**src/sv/tama_pkg.sv**
```systemverilog
package tama_pkg;

  // Width of the window length register and of the sample count that is bounded by it.
  localparam int LEN_BITS = 11;
  localparam int NUM_AXES = 3;

  localparam int APB_DATA_BITS = 32;
  localparam int PADDR_BITS = 3;

  // Register index as seen in paddr[2] (word addressing).
  localparam logic IDX_WINDOW_LENGTH = 1'b0;
  localparam logic [LEN_BITS-1:0] WINDOW_LENGTH_RESET = 11'd1;

  typedef struct packed {
    logic clear;
    logic read;
    logic update;
    logic was_full;
    logic div_load;
    logic div_step;
  } lane_ctrl_t;

endpackage

```
**src/sv/tama_out_if.sv**
```systemverilog
interface tama_out_if #(
  parameter int SAMPLE_BITS = 16
);
  logic                          valid;
  logic                          ready;
  logic signed [SAMPLE_BITS-1:0] raw_x;
  logic signed [SAMPLE_BITS-1:0] raw_y;
  logic signed [SAMPLE_BITS-1:0] raw_z;
  logic signed [SAMPLE_BITS-1:0] mean_x;
  logic signed [SAMPLE_BITS-1:0] mean_y;
  logic signed [SAMPLE_BITS-1:0] mean_z;
  logic                          window_full;

  modport source (output valid, output raw_x, output raw_y, output raw_z,
                  output mean_x, output mean_y, output mean_z, output window_full,
                  input ready);
  modport sink (input valid, input raw_x, input raw_y, input raw_z,
                input mean_x, input mean_y, input mean_z, input window_full,
                output ready);
endinterface

```
**src/sv/tama_merge.sv**
```systemverilog
module tama_merge import tama_pkg::*; #(
  parameter int SAMPLE_BITS = 16
) (
  input  logic                          clk_i,
  input  logic                          rst_ni,
  input  logic                          load_i,
  input  logic                          full_i,
  input  logic signed [SAMPLE_BITS-1:0] raw_i  [NUM_AXES],
  input  logic signed [SAMPLE_BITS-1:0] mean_i [NUM_AXES],
  output logic                          free_o,
  tama_out_if.source                    out_o
);

  logic                          valid_q;
  logic signed [SAMPLE_BITS-1:0] raw_q  [NUM_AXES];
  logic signed [SAMPLE_BITS-1:0] mean_q [NUM_AXES];
  logic                          full_q;

  assign free_o = !valid_q || out_o.ready;

  always_ff @(posedge clk_i or negedge rst_ni) begin
    if (!rst_ni) begin
      valid_q <= 1'b0;
    end else if (load_i) begin
      valid_q <= 1'b1;
    end else if (out_o.ready) begin
      valid_q <= 1'b0;
    end
  end

  // Means are forced to zero until the window has filled.
  always_ff @(posedge clk_i) begin
    if (load_i) begin
      full_q <= full_i;
      for (int a = 0; a < NUM_AXES; a++) begin
        raw_q[a]  <= raw_i[a];
        mean_q[a] <= full_i ? mean_i[a] : '0;
      end
    end
  end

  assign out_o.valid       = valid_q;
  assign out_o.raw_x       = raw_q[0];
  assign out_o.raw_y       = raw_q[1];
  assign out_o.raw_z       = raw_q[2];
  assign out_o.mean_x      = mean_q[0];
  assign out_o.mean_y      = mean_q[1];
  assign out_o.mean_z      = mean_q[2];
  assign out_o.window_full = full_q;

endmodule

```
**src/flat_wrapper.sv**
```systemverilog
// flat-port wrapper written by rule: the top's interface ports become plain ports
module tama_merge_flat import tama_pkg::*;
#(
  parameter int SAMPLE_BITS = 16
)
  (clk_i, rst_ni, load_i, full_i, raw_i, mean_i, free_o, out_o_valid, out_o_raw_x, out_o_raw_y, out_o_raw_z, out_o_mean_x, out_o_mean_y, out_o_mean_z, out_o_window_full, out_o_ready);
  tama_out_if #(.SAMPLE_BITS(SAMPLE_BITS)) out_o_i ();
  input  logic clk_i;
  input  logic rst_ni;
  input  logic load_i;
  input  logic full_i;
  input  logic signed [SAMPLE_BITS-1:0] raw_i[NUM_AXES];
  input  logic signed [SAMPLE_BITS-1:0] mean_i[NUM_AXES];
  output logic free_o;
  output wire logic [$bits(out_o_i.valid)-1:0] out_o_valid;
  output wire logic [$bits(out_o_i.raw_x)-1:0] out_o_raw_x;
  output wire logic [$bits(out_o_i.raw_y)-1:0] out_o_raw_y;
  output wire logic [$bits(out_o_i.raw_z)-1:0] out_o_raw_z;
  output wire logic [$bits(out_o_i.mean_x)-1:0] out_o_mean_x;
  output wire logic [$bits(out_o_i.mean_y)-1:0] out_o_mean_y;
  output wire logic [$bits(out_o_i.mean_z)-1:0] out_o_mean_z;
  output wire logic [$bits(out_o_i.window_full)-1:0] out_o_window_full;
  input wire logic [$bits(out_o_i.ready)-1:0] out_o_ready;
  assign out_o_valid = out_o_i.valid;
  assign out_o_raw_x = out_o_i.raw_x;
  assign out_o_raw_y = out_o_i.raw_y;
  assign out_o_raw_z = out_o_i.raw_z;
  assign out_o_mean_x = out_o_i.mean_x;
  assign out_o_mean_y = out_o_i.mean_y;
  assign out_o_mean_z = out_o_i.mean_z;
  assign out_o_window_full = out_o_i.window_full;
  assign out_o_i.ready = out_o_ready;
  tama_merge #(.SAMPLE_BITS(SAMPLE_BITS)) u_core (.clk_i(clk_i), .rst_ni(rst_ni), .load_i(load_i), .full_i(full_i), .raw_i(raw_i), .mean_i(mean_i), .free_o(free_o), .out_o(out_o_i));
endmodule
```
**config.mk**
```make
export PLATFORM = sky130hd
export DESIGN_NAME = tama_merge_flat
export DESIGN_NICKNAME = d
export VERILOG_FILES = /design/src/sv/tama_pkg.sv /design/src/sv/tama_out_if.sv /design/src/sv/tama_merge.sv /design/src/flat_wrapper.sv
export SDC_FILE = /design/constraint.sdc
export NUM_CORES = 1
export LEC_CHECK = 0
export BUFFER_PORTS_ARGS = -buffer_cell sky130_fd_sc_hd__buf_2
export CAP_MARGIN = 25
export CORE_MARGIN = 2
export CORE_UTILIZATION = 43
export DETAILED_ROUTE_END_ITERATION = 8
export PLACE_DENSITY = 0.81
export SETUP_SLACK_MARGIN = 0.4
export SLEW_MARGIN = 20
export SYNTH_ARGS = -nofsm -noshare
export SYNTH_HDL_FRONTEND = slang
export SYNTH_SLANG_ARGS = --single-unit
```
**constraint.sdc**
```tcl
create_clock -name clk_i -period 0.8 [get_ports clk_i]
set_clock_uncertainty 0.05 [all_clocks]
set_input_delay 0.04 -clock clk_i [delete_from_list [all_inputs] [get_ports clk_i]]
set_output_delay 0.04 -clock clk_i [all_outputs]
set_load 0.02 [all_outputs]
```
==> flow_metrics.tcl <==
set metrics [dict create \
    die_w_um 91.9 \
    postPlaceCellArea_sq_mm 0.00456 \
    multi_input_area_sq_um 373 \
    finalCritPeriodShare 1.34 \
    grt_max_degree 30 \
    synth-main-ff-cell "edfxtp_1" \
    drive_gt1_frac 0.661 \
    cts_buffer_depth 2 \
    place.gp.congestion 0.733 \
    start_util 0.437 \
    fin_crit_ns 1.07 \
    hold_depth 1 \
    htreeDepth 3 \
    synthTopCellsByArea "edfxtp_1 88%, and2_1 5.1%, and2_2 4.7%, buf_6 1.0%, dfrtp_1 0.75%" \
    yosys_warnings 0 \
    synth-xor-area-share 0 \
    setup_viol 99 \
    syn_to_final_growth_pct 56.2 \
    hold_path_class "in -> reg" \
    maxCapViolCount 0 \
    seq_area_frac_synth 0.885 \
    viasPerCell 4.38 \
    synth-edff-count 97 \
    nFillCells 544 \
    hpwl_um 5090 \
    worst_pin_slew_ns 0.146 \
    power.density_mw_per_mm2 2100 \
    worstSetupEndpointType "primary output" \
    first_pass_iters 4 \
    nets 471 \
    synth.distinct_cells 7 \
    wl_per_cell_um 15.1 \
    fmax_mhz 934 \
    crit_fanout 2 \
    avgSynthCellArea_sq_um 21.7 \
    grt_pass1_wl_um 10200 \
    max_slew_margin 0.903 \
    routed_wl_um 7210 \
    clkLatencyLatePin_ns 0.35 \
    reg2reg_slack_ns 0.08 \
    postRouteAntennaNets 0 \
    yosysMostFrequentCell "edfxtp_1" \
    total_leakage_power_nw 2.23 \
    synth_fa_ha_area_frac 0 \
    required_ns 0.71 \
    cp-start-kind "register" \
    synth_fp_nets 254 \
    synth_top_area_cell "edfxtp_1" \
    drc 0 \
    grt_pass1_vias 2076 \
    violations "hold timing, setup timing" \
    synthMuxAreaShare 0 \
    numCtsBuffers 9 \
    r2r_start "u_core.out_o.valid" \
    synth_top_area_frac 0.877 \
    fp.dieH_um 91.9 \
    syn_area_sq_mm 0.00332 \
    slowest_stage "dfrtp_2" \
    tritoncts "done" \
    grt_overflow_total 0 \
    peakVddDrop_mv 1.36 \
    syn_inst 153 \
    crit_type "reg -> out" \
    hold_start "raw_i[31]" \
    clock-sinks 98 \
    cts_hold_buf 1 \
    power_mw 10.9 \
    synthArstFlopShare 0.0102 \
    final.setup.worst_slack_ns -0.270 \
    hold_end "u_core.raw_q[0][31]" \
    cp_cell_sequence "nand2b_4 -> buf_6" \
    dr_total_vias 2089 \
    grtUsageTotal 0.163 \
    r2r-end "u_core.out_o.valid" \
    drv_slew 0 \
    synth_compound_area_frac 0 \
    num_rows 32 \
    synth_top_family_by_area "simple AND/OR/NAND/NOR gates" \
    status "finished with violations" \
    rsz0062_at_grt "true" \
    r2r_cells 2 \
    register_area_sq_mm 0.00294 \
    dieArea_sq_mm 0.00844 \
    io_pins 200 \
    core_sq_mm 0.00761 \
    cp.arrival_ns 0.98 \
    antenna_found_initial 0 \
    io_buffers 199 \
    cpPeakStageDelay_ns 0.44 \
    root_buffer "clkbuf_8" \
    critPathBufInv 1 \
    crit_family "flip-flops" \
    ys_top_cells_by_count "97 x edfxtp_1, 27 x and2_1, 21 x and2_2" \
    drt_iter0_markers 56 \
    cts_setup_buffers 0 \
    hold_viol 98 \
    fin_area_sq_mm 0.00519 \
    synth_seq_cells 98 \
    yosys.area_share.simple 0.102 \
    clk_pin_slew_ns 0.10 \
    antenna_cells 0 \
    holdWs_ns -0.194 \
]
[logic make-up after synthesis]
logic type / Yosys count
buffers and inverters: 5
DFF: 98
and+or+nand+nor: 50
[how the worst max path moves through the flow]
| stage | from | to | slack [ns] | depth (start not counted) |
|---|---|---|---|---|
| after CTS | u_core.out_o.valid | free_o | -0.30 | 2 |
| after global routing | u_core.out_o.valid | free_o | -0.32 | 2 |
| after floorplan | u_core.out_o.valid | u_core.out_o.valid | 0.01 | 2 |
| final | u_core.out_o.valid | free_o | -0.27 | 2 |
| after global placement | load_i | u_core.raw_q[0][31] | 0.006 | 2 |
| after detailed placement | load_i | u_core.raw_q[0][31] | -0.002 | 2 |
[area by class of cell]
| type | count | area share |
|---|---|---|
| sequential | 98 | 0.567 |
| timing repair buffer | 211 | 0.303 |
| multi-input combinational | 50 | 0.0719 |
| tap | 102 | 0.0246 |
| clock buffer | 9 | 0.0239 |
| clock inverter | 7 | 0.00989 |
[report_power, final]
group          leakage, nW  internal (mW)  switching, mW
sequential           0.952           6.09          0.145
clock               0.0880           1.15           1.68
combinational         1.19          0.901          0.904
total                 2.23           8.14           2.73
[sequential cells by signal, summed over array words and instances, names as in the netlist]
signal and count:
u_core.out_o.valid 1, u_core.mean_q 48, u_core.raw_q 48, u_core.out_o.window_full 1
[per-layer routing]
metal	vias to the layer above	global-route usage	part of all wire
li1	992	-	-
met1	976	0.165	0.33
met2	109	0.300	0.58
met3	12	0.0575	0.079
met4	0	0.0734	0.015
met5	-	0	0
[per-stage QoR]
step	hold slack, ns	util	setup slack [ns]	std cells	setup TNS (ns)
after global placement	-0.234	0.599	0.00615	458	0
after detailed placement	-0.234	0.599	-0.00224	458	-0.0353
final	-0.194	0.682	-0.270	477	-16.95
after global routing	-0.224	0.682	-0.317	477	-21.90
after floorplan	-0.306	-	0.0120	153	0
after CTS	-0.215	0.647	-0.299	477	-19.32
[worst reg2reg max path: stages (launching register included)]
cell      delay [ns]
dfrtp_2         0.44
nand2b_4        0.08
nand2b_1        0.05
[timing repair]
action	CTS	global route
resized for setup	41	86
setup endpoints to repair	132	100
gates cloned	2	0
hold endpoints to repair	98	98
[layout by cell type (no fill, tap or decap)]
cell	instances
nand2b_1	1
buf_6	63
buf_4	5
clkinv_1	1
edfxtp_1	97
dlygate4sd3_1	1
dfrtp_2	1
clkbuf_8	9
nand2b_4	1
buf_16	2
clkinvlp_4	1
inv_6	3
buf_12	4
and2_1	27
clkinv_4	1
and2_4	21
clkinv_2	1
buf_2	136
Power figures use the tool's default switching activity.
